$ cat config.mk
export PLATFORM = sky130hd
export DESIGN_NAME = integer_to_radix_digits_unit
export DESIGN_NICKNAME = d
export VERILOG_FILES = /design/src/rtl/itrd_pkg.sv /design/src/rtl/itrd_divider.sv /design/src/rtl/itrd_stack.sv /design/src/rtl/integer_to_radix_digits_unit.sv
export SDC_FILE = /design/constraint.sdc
export NUM_CORES = 1
export LEC_CHECK = 0
export BUFFER_PORTS_ARGS = -buffer_cell sky130_fd_sc_hd__buf_4
export CORE_MARGIN = 5
export CORE_UTILIZATION = 50
export CTS_CLUSTER_DIAMETER = 80
export DETAILED_ROUTE_END_ITERATION = 16
export GPL_TIMING_DRIVEN = 0
export PLACE_DENSITY = 0.8
export SKIP_CTS_REPAIR_TIMING = 1
export SYNTH_ARGS = -nofsm -noshare
export SYNTH_HDL_FRONTEND = slang
export SYNTH_SLANG_ARGS = --single-unit
$ cat constraint.sdc
create_clock -name aclk -period 6.7 [get_ports aclk]
set_input_delay 1.34 -clock aclk [delete_from_list [all_inputs] [get_ports aclk]]
set_output_delay 1.34 -clock aclk [all_outputs]
set_load 0.05 [all_outputs]
$ cat src/rtl/itrd_pkg.sv
// Shared constants and types of the integer-to-radix digit converter.
`timescale 1ns / 1ps
`default_nettype none

package itrd_pkg;

    localparam int VALUE_BITS   = 31;
    localparam int MAX_RADIX    = 16;
    localparam int DIGIT_BITS   = 4;
    localparam int RADIX_BITS   = DIGIT_BITS + 1;
    localparam int CHAR_BITS    = 8;
    localparam int ALPHA_BITS   = 64;
    localparam int COUNT_BITS   = $clog2(VALUE_BITS + 1);
    localparam int DIV_CNT_BITS = $clog2(VALUE_BITS);
    localparam int CFG_IDX_BITS = 2;

    localparam logic [CFG_IDX_BITS-1:0] CFG_RADIX      = 2'd0;
    localparam logic [CFG_IDX_BITS-1:0] CFG_ALPHA_LOW  = 2'd1;
    localparam logic [CFG_IDX_BITS-1:0] CFG_ALPHA_HIGH = 2'd2;

    localparam logic [RADIX_BITS-1:0] RADIX_RESET      = 5'd10;
    localparam logic [ALPHA_BITS-1:0] ALPHA_LOW_RESET  = 64'h3736353433323130;
    localparam logic [ALPHA_BITS-1:0] ALPHA_HIGH_RESET = 64'h4645444342413938;

    typedef enum logic [1:0] {
        ST_IDLE,
        ST_DIVIDE,
        ST_EMIT
    } state_t;

    typedef struct packed {
        logic busy;
        logic done;
    } div_status_t;

endpackage

`default_nettype wire

$ cat src/rtl/itrd_divider.sv
// Bit-serial restoring divider of the value by the radix, one quotient bit per cycle.
`timescale 1ns / 1ps
`default_nettype none

module itrd_divider (
    input  wire logic                                aclk,
    input  wire logic                                aresetn,
    input  wire logic                                start,
    input  wire logic [itrd_pkg::VALUE_BITS-1:0]     dividend,
    input  wire logic [itrd_pkg::RADIX_BITS-1:0]     radix,
    output logic      [itrd_pkg::VALUE_BITS-1:0]     quotient,
    output logic      [itrd_pkg::DIGIT_BITS-1:0]     remainder,
    output itrd_pkg::div_status_t                    status
);

    localparam logic [itrd_pkg::DIV_CNT_BITS-1:0] LAST_STEP =
        itrd_pkg::DIV_CNT_BITS'(itrd_pkg::VALUE_BITS - 1);

    logic [itrd_pkg::VALUE_BITS-1:0]   q_reg;
    logic [itrd_pkg::DIGIT_BITS-1:0]   rem_reg;
    logic [itrd_pkg::DIV_CNT_BITS-1:0] cnt_reg;
    logic                              running_reg;
    logic                              done_reg;

    logic [itrd_pkg::RADIX_BITS-1:0] shifted;
    logic [itrd_pkg::RADIX_BITS-1:0] diff;
    logic                            ge;
    logic [itrd_pkg::DIGIT_BITS-1:0] rem_next;

    // The dividend shifts out at the top while quotient bits shift in at the bottom.
    assign shifted  = {rem_reg, q_reg[itrd_pkg::VALUE_BITS-1]};
    assign ge       = (shifted >= radix);
    assign diff     = shifted - radix;
    assign rem_next = ge ? diff[itrd_pkg::DIGIT_BITS-1:0]
                         : shifted[itrd_pkg::DIGIT_BITS-1:0];

    always_ff @(posedge aclk) begin
        if (!aresetn) begin
            running_reg <= 1'b0;
            done_reg    <= 1'b0;
            cnt_reg     <= '0;
        end else if (start) begin
            running_reg <= 1'b1;
            done_reg    <= 1'b0;
            cnt_reg     <= '0;
        end else if (running_reg) begin
            cnt_reg <= cnt_reg + 1'b1;
            if (cnt_reg == LAST_STEP) begin
                running_reg <= 1'b0;
                done_reg    <= 1'b1;
            end
        end else begin
            done_reg <= 1'b0;
        end
    end

    always_ff @(posedge aclk) begin
        if (start) begin
            q_reg   <= dividend;
            rem_reg <= '0;
        end else if (running_reg) begin
            q_reg   <= {q_reg[itrd_pkg::VALUE_BITS-2:0], ge};
            rem_reg <= rem_next;
        end
    end

    assign quotient    = q_reg;
    assign remainder   = rem_reg;
    assign status.busy = running_reg | done_reg;
    assign status.done = done_reg;

endmodule

`default_nettype wire

$ cat src/rtl/itrd_stack.sv
// Digit stack: remainders come in least significant first and leave most significant first.
`timescale 1ns / 1ps
`default_nettype none

module itrd_stack (
    input  wire logic                                aclk,
    input  wire logic                                aresetn,
    input  wire logic                                push,
    input  wire logic                                pop,
    input  wire logic [itrd_pkg::DIGIT_BITS-1:0]     push_data,
    output logic      [itrd_pkg::DIGIT_BITS-1:0]     top_data,
    output logic      [itrd_pkg::COUNT_BITS-1:0]     count
);

    logic [itrd_pkg::DIGIT_BITS-1:0] stack_reg [itrd_pkg::VALUE_BITS];
    logic [itrd_pkg::COUNT_BITS-1:0] count_reg;

    // Entry zero is the top; a push moves every entry one place down.
    always_ff @(posedge aclk) begin
        if (push) begin
            for (int i = 1; i < itrd_pkg::VALUE_BITS; i++) begin
                stack_reg[i] <= stack_reg[i-1];
            end
            stack_reg[0] <= push_data;
        end else if (pop) begin
            for (int i = 0; i < itrd_pkg::VALUE_BITS - 1; i++) begin
                stack_reg[i] <= stack_reg[i+1];
            end
        end
    end

    always_ff @(posedge aclk) begin
        if (!aresetn) begin
            count_reg <= '0;
        end else if (push) begin
            count_reg <= count_reg + 1'b1;
        end else if (pop) begin
            count_reg <= count_reg - 1'b1;
        end
    end

    assign top_data = stack_reg[0];
    assign count    = count_reg;

endmodule

`default_nettype wire

$ cat src/rtl/integer_to_radix_digits_unit.sv
// Top level of the integer-to-radix digit converter.
//
// An unsigned value arrives on the s_ channel (valid/ready). Its digits in the
// configured radix leave on the m_ channel, one transaction per digit, most
// significant first, each with its alphabet character; m_last_digit marks the
// least significant digit. Zero gives a single digit.
// The value is divided by the radix repeatedly in a bit-serial divider, one
// quotient bit per cycle, and all digits are divided out before any is emitted.
// The remainders are kept on a digit stack to reverse their order.
// When the receiver stalls, the output register holds its digit and emission
// waits; a new value is accepted as soon as the last digit sits in the output
// register. Reset (aresetn, synchronous, active low) empties the block and
// restores radix 10 with the alphabet "0123456789ABCDEF".
// Configuration is written through cfg_we/cfg_index/cfg_wdata while idle; the
// user must keep to this, as the block itself does not enforce it.
`timescale 1ns / 1ps
`default_nettype none

module integer_to_radix_digits_unit (
    input  wire logic                                aclk,
    input  wire logic                                aresetn,
    input  wire logic                                cfg_we,
    input  wire logic [itrd_pkg::CFG_IDX_BITS-1:0]   cfg_index,
    input  wire logic [itrd_pkg::ALPHA_BITS-1:0]     cfg_wdata,
    input  wire logic                                s_valid,
    output logic                                     s_ready,
    input  wire logic [itrd_pkg::VALUE_BITS-1:0]     s_value,
    output logic                                     m_valid,
    input  wire logic                                m_ready,
    output logic      [itrd_pkg::CHAR_BITS-1:0]      m_digit_char,
    output logic      [itrd_pkg::DIGIT_BITS-1:0]     m_digit_value,
    output logic                                     m_last_digit
);

    localparam logic [itrd_pkg::RADIX_BITS-1:0] MIN_RADIX_C = itrd_pkg::RADIX_BITS'(2);
    localparam logic [itrd_pkg::RADIX_BITS-1:0] MAX_RADIX_C =
        itrd_pkg::RADIX_BITS'(itrd_pkg::MAX_RADIX);
    localparam logic [itrd_pkg::COUNT_BITS-1:0] ONE_DIGIT = itrd_pkg::COUNT_BITS'(1);

    logic [itrd_pkg::RADIX_BITS-1:0] radix_reg;
    logic [itrd_pkg::ALPHA_BITS-1:0] alpha_low_reg;
    logic [itrd_pkg::ALPHA_BITS-1:0] alpha_high_reg;
    logic [itrd_pkg::RADIX_BITS-1:0] eff_radix;

    itrd_pkg::state_t state_reg;
    itrd_pkg::state_t state_next;

    logic                            div_start;
    logic [itrd_pkg::VALUE_BITS-1:0] div_dividend;
    logic [itrd_pkg::VALUE_BITS-1:0] div_quotient;
    logic [itrd_pkg::DIGIT_BITS-1:0] div_remainder;
    itrd_pkg::div_status_t           div_status;
    logic                            quotient_zero;

    logic                            stack_push;
    logic                            stack_pop;
    logic [itrd_pkg::DIGIT_BITS-1:0] stack_top;
    logic [itrd_pkg::COUNT_BITS-1:0] stack_count;

    logic                            out_free;
    logic [itrd_pkg::ALPHA_BITS-1:0] alpha_word;

    logic                            m_valid_reg;
    logic [itrd_pkg::CHAR_BITS-1:0]  m_char_reg;
    logic [itrd_pkg::DIGIT_BITS-1:0] m_value_reg;
    logic                            m_last_reg;

    // Configuration registers.
    always_ff @(posedge aclk) begin
        if (!aresetn) begin
            radix_reg      <= itrd_pkg::RADIX_RESET;
            alpha_low_reg  <= itrd_pkg::ALPHA_LOW_RESET;
            alpha_high_reg <= itrd_pkg::ALPHA_HIGH_RESET;
        end else if (cfg_we) begin
            unique case (cfg_index)
                itrd_pkg::CFG_RADIX: begin
                    radix_reg <= cfg_wdata[itrd_pkg::RADIX_BITS-1:0];
                end
                itrd_pkg::CFG_ALPHA_LOW: begin
                    alpha_low_reg <= cfg_wdata;
                end
                itrd_pkg::CFG_ALPHA_HIGH: begin
                    alpha_high_reg <= cfg_wdata;
                end
                default: begin
                end
            endcase
        end
    end

    always_comb begin
        if (radix_reg < MIN_RADIX_C) begin
            eff_radix = MIN_RADIX_C;
        end else if (radix_reg > MAX_RADIX_C) begin
            eff_radix = MAX_RADIX_C;
        end else begin
            eff_radix = radix_reg;
        end
    end

    assign quotient_zero = (div_quotient == '0);
    assign out_free      = !m_valid_reg || m_ready;

    // Next state.
    always_comb begin
        state_next = state_reg;
        unique case (state_reg)
            itrd_pkg::ST_IDLE: begin
                if (s_valid) begin
                    state_next = itrd_pkg::ST_DIVIDE;
                end
            end
            itrd_pkg::ST_DIVIDE: begin
                if (div_status.done && quotient_zero) begin
                    state_next = itrd_pkg::ST_EMIT;
                end
            end
            itrd_pkg::ST_EMIT: begin
                if (out_free && stack_count == ONE_DIGIT) begin
                    state_next = itrd_pkg::ST_IDLE;
                end
            end
            default: begin
                state_next = itrd_pkg::ST_IDLE;
            end
        endcase
    end

    // Control outputs.
    always_comb begin
        s_ready      = 1'b0;
        div_start    = 1'b0;
        div_dividend = div_quotient;
        stack_push   = 1'b0;
        stack_pop    = 1'b0;
        unique case (state_reg)
            itrd_pkg::ST_IDLE: begin
                s_ready      = 1'b1;
                div_start    = s_valid;
                div_dividend = s_value;
            end
            itrd_pkg::ST_DIVIDE: begin
                stack_push = div_status.done;
                // A non-zero quotient still has digits above this one.
                div_start  = div_status.done && !quotient_zero;
            end
            itrd_pkg::ST_EMIT: begin
                stack_pop = out_free && (stack_count != '0);
            end
            default: begin
            end
        endcase
    end

    always_ff @(posedge aclk) begin
        if (!aresetn) begin
            state_reg <= itrd_pkg::ST_IDLE;
        end else begin
            state_reg <= state_next;
        end
    end

    itrd_divider u_divider (
        .aclk      (aclk),
        .aresetn   (aresetn),
        .start     (div_start),
        .dividend  (div_dividend),
        .radix     (eff_radix),
        .quotient  (div_quotient),
        .remainder (div_remainder),
        .status    (div_status)
    );

    itrd_stack u_stack (
        .aclk      (aclk),
        .aresetn   (aresetn),
        .push      (stack_push),
        .pop       (stack_pop),
        .push_data (div_remainder),
        .top_data  (stack_top),
        .count     (stack_count)
    );

    assign alpha_word = stack_top[itrd_pkg::DIGIT_BITS-1] ? alpha_high_reg : alpha_low_reg;

    // Output register.
    always_ff @(posedge aclk) begin
        if (!aresetn) begin
            m_valid_reg <= 1'b0;
        end else if (stack_pop) begin
            m_valid_reg <= 1'b1;
        end else if (m_ready) begin
            m_valid_reg <= 1'b0;
        end
    end

    always_ff @(posedge aclk) begin
        if (stack_pop) begin
            m_value_reg <= stack_top;
            m_char_reg  <= alpha_word[{stack_top[itrd_pkg::DIGIT_BITS-2:0], 3'b000} +:
                                      itrd_pkg::CHAR_BITS];
            m_last_reg  <= (stack_count == ONE_DIGIT);
        end
    end

    assign m_valid       = m_valid_reg;
    assign m_digit_char  = m_char_reg;
    assign m_digit_value = m_value_reg;
    assign m_last_digit  = m_last_reg;

`ifndef NO_ASSERTIONS
    a_stack_bound: assert property (@(posedge aclk) disable iff (!aresetn)
        stack_count <= itrd_pkg::COUNT_BITS'(itrd_pkg::VALUE_BITS))
        else $error("digit stack holds more digits than a value can have");

    a_idle_empty: assert property (@(posedge aclk) disable iff (!aresetn)
        (state_reg == itrd_pkg::ST_IDLE) |-> (stack_count == '0))
        else $error("digit stack not empty while idle");

    a_div_only_dividing: assert property (@(posedge aclk) disable iff (!aresetn)
        div_status.busy |-> (state_reg == itrd_pkg::ST_DIVIDE))
        else $error("divider active outside the divide phase");

    a_emit_not_empty: assert property (@(posedge aclk) disable iff (!aresetn)
        (state_reg == itrd_pkg::ST_EMIT) |-> (stack_count != '0))
        else $error("emit phase entered with no digits");
`endif

endmodule

`default_nettype wire
* Word-level counts from Yosys, hierarchy flattened
Memories as Yosys holds them, arrays and structs flattened. Cells that the tools add are included.
Operators by class: $add $sub $neg 4, magnitude comparators 3, eq/ne operators 10, shift-type cells 1, mux-type cells 57, bitwise operators 32, reductions and logical operators 21
Operator list (number):
- two-way mux 4 bit | 31
- two-way mux 31 bit | 3
- two-way mux 64 bit | 1
- variable part select 64 x 7 -> 8 bit | 1
- logical NOT 31 bit | 1
- bitwise OR 1 bit | 30
- two-way mux 5 bit | 4
- two-way mux 1 bit | 13
- adder 5 x 1 -> 5 bit, second input constant | 2
- AND reduction 2 bit | 4
- two-way mux 2 bit | 3
- inequality test 2 bit, second input constant | 3
- case mux 2 bit (3 select lines) | 1
- nonzero test 2 bit | 3
- equality test 5 x 1 -> 1 bit, second input constant | 1
- equality test 5 bit, second input constant | 1
- greater-or-equal comparator 5 bit | 1
- > comparator 5 bit, second input constant | 1
- less-than comparator 5 x 2 -> 1 bit, second input constant | 1
- nonzero test 5 bit | 1
- subtractor 5 x 1 -> 5 bit, second input constant | 1
- equality test 2 x 1 -> 1 bit, second input constant | 2
- equality test 2 bit, second input constant | 2
- logical AND 1 bit | 4
- other kinds (10) | 13
Word-level totals: register bits 196, memory bits (writable) 124, logic and storage cells 143, memories kept 1
Memories:
- u_stack.stack_reg | depth 31, width 4, rd ports 31, clocked after memory_dff 0, wr ports 31, RTL line itrd_stack.sv:15 | logic [itrd_pkg::DIGIT_BITS-1:0] stack_reg [itrd_pkg::VALUE_BITS];

* Logic depth before layout (Yosys ltp)
depth in word-level cells 8, depth in mapped cells 8

* Cells and area by module
A second synthesis with hierarchy kept.
Second synthesis, totals: cell total of the unflattened synthesis 1177, area, all modules 14615.3 um2
By module, submodules not included:
- integer_to_radix_digits_unit | times used 1, cells each 734, area an instance 6805.3 um2
- itrd_stack | times used 1, cells each 296, area an instance 5819.3 um2
- itrd_divider | times used 1, cells each 147, area an instance 1990.7 um2

* Least setup slack after synthesis
No wires, ideal clock.
path kind input to register, start point input port m_ready, end point memory u_stack.stack_reg[0][0] in the netlist's numbering (enable), data arrival time 4.763 ns, path slack 1.435 ns, stages on the path 3, path buffers 0, cell sequence nor2b_1 -> a211oi_1 -> nand2b_1
RTL lines:
- start: declaration | RTL line integer_to_radix_digits_unit.sv:29 | input wire logic m_ready,
- end: declaration | RTL line itrd_stack.sv:15

==> Implementation_results.wiki <==
{| class="wikitable"
! Metric !! Value
|-
| Result of the run || completed
|-
| Combined area of the multi-input logic cells || 5460 um^2
|-
| Global route total overflow || 0
|-
| Root cell of the clock tree || sky130_fd_sc_hd__clkbuf_16
|-
| Final HPWL DP || between 20000 and 25000 um
|-
| Total setup violations reported at the end of the flow || 0
|-
| Cell Rows || between 60 and 70
|-
| Number of failing hold endpoints at the final stage || 0
|-
| Number of cells traversed by the worst hold path || 0
|-
| Vias per std cell || 5.50
|-
| Final cell area excluding filler cells || approximately 16000 um^2
|-
| Fraction of the cycle the final worst path needs || 0.480
|-
| Clock Sink Count || 320
|-
| Total clock buffers created by CTS || 35
|-
| Number of detailed-route iterations in the first pass || 8
|-
| Critical Path AT || ~3.5 ns
|-
| Fraction of registers with async set/reset || 0
|-
| Count of state elements after synthesis || 320
|-
| Initial antenna violation count || 0
|-
| Max stage delay on crit path || 0.66 ns
|-
| Number of distinct library cell variants in the gate-level netlist after synthesis || 46
|-
| Pins over their slew limit || 0
|-
| P_leak || 0.00630 uW
|-
| Portion of the post-synthesis area used by sequential elements || 0.580
|-
| WL/cell || roughly 18 um
|-
| Worst hold path type || reg2reg
|-
| Largest register FFs || between 100 and 150
|-
| Required time reported for the critical path endpoint || 6.96 ns
|-
| Sequential cell area || 8090 um^2
|-
| Vias in the first global route || 9967
|-
| Clock-pin transition on the worst setup and hold timing paths || 0.06 ns
|-
| Top Usage Layer GRT || met2
|-
| Utilization after layout || 0.595
|-
| Met2 track utilization from global routing || 0.342
|-
| Pin count of the biggest net entering global routing || 71
|-
| Post-place instance area || 15300 um^2
|-
| Most common library cell in the layout ignoring fill and taps || sky130_fd_sc_hd__nand2_1
|-
| Number of primary I/O pins || 117
|-
| Cell with the largest stage delay on the worst path || sky130_fd_sc_hd__a211oi_1
|-
| Number of cells on the worst reg-to-reg path || 5
|-
| Yosys warning total || 0
|-
| Layout-stage area growth over the synthesis result || 18.0%
|-
| Worst-path cell chain || buf_4 -> nor2b_1 -> a211oi_1 -> buf_2 -> buf_2 -> mux2_2
|-
| Number of enable flip-flop cells after synthesis || 168
|-
| Number of routed nets with antenna violations || 0
|-
| Horizontal die dimension || 177 um
|-
| Reported max-cap violation count || 0
|-
| Number of buffers inserted by port buffering || 115
|-
| Post-synthesis area per instance || 11.2 um^2
|-
| Total GRT Usage || 0.205
|-
| Placer's final routability congestion estimate || between 0.8 and 0.9
|-
| Net count of the finished layout || 1513
|-
| Cells after DPL || approximately 1700
|-
| Clock period minus worst slack || 3.21 ns
|-
| Floorplan die area || 31300 um^2
|-
| CP endpoint kind || flip-flop
|-
| GR Util met3 || 0.0374
|-
| Overall routed net length || about 33000 um
|-
| Clock H-tree levels || 2
|-
| Overall Power || 4360 uW
|-
| First-pass GRT wire length || 51600 um
|-
| Top fanout value on the critical path || 22
|-
| Crit-path most repeated cell || sky130_fd_sc_hd__buf_2
|-
| Clock tree from TritonCTS || done
|-
| Classification of the worst setup path || in2reg
|-
| Setup TNS Final || 0 ns
|-
| Most frequent cells in the layout || sky130_fd_sc_hd__nand2_1 (449), sky130_fd_sc_hd__edfxtp_1 (168), sky130_fd_sc_hd__dfxtp_1 (152), sky130_fd_sc_hd__buf_4 (115), sky130_fd_sc_hd__a21boi_0 (79)
|-
| Clock latency on the worst-skew pair || between 0.5 and 0.6 ns
|-
| Proportion of layout cells with a drive suffix above 1 || 0.213
|-
| Unrepaired setup endpoints after global routing || no
|-
| Area of the mapped netlist || approximately 14000 um^2
|-
| Kind of start point of the critical path || primary input
|-
| Maximum clock frequency || roughly 310 MHz
|-
| Worst voltage drop across the vdd grid || between 0.00015 and 0.0002 V
|-
| Number of standard cells after synthesis || 1246
|-
| Final Instance Count excl. Fillers || between 1500 and 2000
|-
| Clock tree buffer depth || 3
|-
| Filler Cells Inserted || 2257
|-
| Initial DRC count || 834
|-
| Relative slew slack || 0.195
|-
| Number of antenna repair diodes || 0
|-
| Cell Pwr Density || ~270 nW/um^2
|-
| Total nets after synthesis || 1360
|-
| Drc violations || 0
|-
| Pin slew with the least headroom to its limit || 1.21 ns
|-
| Starting density of the core || 0.504
|-
| Max Clock Skew || 0.0194 ns
|-
| Core Footprint || 27600 um^2
|-
| Via Count || 9923
|-
| Global routing usage on met1 || 0.271
|-
| Ys flop type || sky130_fd_sc_hd__edfxtp_1
|-
| Die span in y || 177 um
|}
## where the power goes
group / leakage [uW] / internal [uW] / switching (uW)
registers: 0.00278 / 2120 / 39.3
logic: 0.00296 / 151 / 150
clock network: 0.000557 / 1140 / 763
## layout make-up
type                    instances  share of cell area
multi-input cells             834               0.332
plain buffers                  81              0.0218
repair buffers                116              0.0542
flip-flops and latches        320               0.492
inverters                      11             0.00251
clock inverters                12             0.00730
clock buffers                  51              0.0620
well taps                     378              0.0288
## cell families (layout without fill, tap and decap cells)
group,count (synthesis),after routing,synth area share
AND/OR/NAND/NOR,566,566,0.169
XOR/XNOR,9,9,0.00566
flip-flops,320,320,0.580
buffers and inverters,92,271,0.0286
AO/OA/AOI/OAI,113,113,0.0583
adder cells (fa/ha/maj),12,12,0.0113
multiplexers,134,134,0.147
## synthesized netlist by cell type (3+ instances only)
library cell | instances | share of area
sky130_fd_sc_hd__nand2_1 | 449 | 0.12
sky130_fd_sc_hd__edfxtp_1 | 168 | 0.36
sky130_fd_sc_hd__dfxtp_1 | 152 | 0.22
sky130_fd_sc_hd__a21boi_0 | 79 | 0.043
sky130_fd_sc_hd__clkbuf_1 | 63 | 0.017
sky130_fd_sc_hd__mux2_2 | 63 | 0.051
sky130_fd_sc_hd__nand3_1 | 54 | 0.019
sky130_fd_sc_hd__mux4_2 | 40 | 0.065
sky130_fd_sc_hd__mux2_4 | 26 | 0.028
sky130_fd_sc_hd__ha_1 | 11 | 0.0099
sky130_fd_sc_hd__inv_1 | 11 | 0.0030
sky130_fd_sc_hd__and2_1 | 9 | 0.0040
sky130_fd_sc_hd__buf_1 | 9 | 0.0024
sky130_fd_sc_hd__o21ai_0 | 9 | 0.0032
sky130_fd_sc_hd__a21oi_1 | 7 | 0.0025
sky130_fd_sc_hd__nor2_1 | 7 | 0.0019
sky130_fd_sc_hd__nor2b_1 | 7 | 0.0031
sky130_fd_sc_hd__nor4_1 | 7 | 0.0031
sky130_fd_sc_hd__xnor2_1 | 7 | 0.0044
sky130_fd_sc_hd__and3_1 | 6 | 0.0027
sky130_fd_sc_hd__nand2b_1 | 6 | 0.0027
sky130_fd_sc_hd__buf_2 | 5 | 0.0018
sky130_fd_sc_hd__mux2i_1 | 5 | 0.0036
sky130_fd_sc_hd__nand3b_1 | 4 | 0.0022
sky130_fd_sc_hd__nand4_1 | 4 | 0.0018
sky130_fd_sc_hd__nor3_1 | 4 | 0.0014
sky130_fd_sc_hd__and3b_1 | 3 | 0.0019
sky130_fd_sc_hd__and4_1 | 3 | 0.0019
sky130_fd_sc_hd__o211ai_1 | 3 | 0.0016
## routing by layer
layer | wire [um] | vias up
li1 | - | 4642
met1 | 13300 | 4823
met2 | 16000 | 379
met3 | 2200 | 79
met4 | 982 | 0
met5 | 0 | -
## through the flow
stage,setup slack (ns),hold WS (ns)
6_report,3.49,0.453
5_1_grt,3.42,0.465
4_1_cts,3.52,0.452
3_5_place_dp,3.00,0.434
3_3_place_gp,0.0554,0.426
2_1_floorplan,1.43,0.420
## critical path, delay by kind of cell
kind                   cells  cell delay, ns
AO/OA/AOI/OAI              1            0.66
buffers and inverters      3            0.99
multiplexers               1            0.40
AND/OR/NAND/NOR            1            0.07
## path summary, 6_finish.rpt
check	startpoint	end	slack, ns
max	m_ready	u_stack.stack_reg[0][0]	3.49
min	u_stack.stack_reg[0][3]	m_digit_value[3]	0.45
max reg2reg	u_divider.quotient[18]	u_divider.quotient[0]	3.67
min reg2reg	u_stack.stack_reg[0][3]	m_digit_value[3]	0.45
Note: power is estimated with default switching activity, not from simulation.
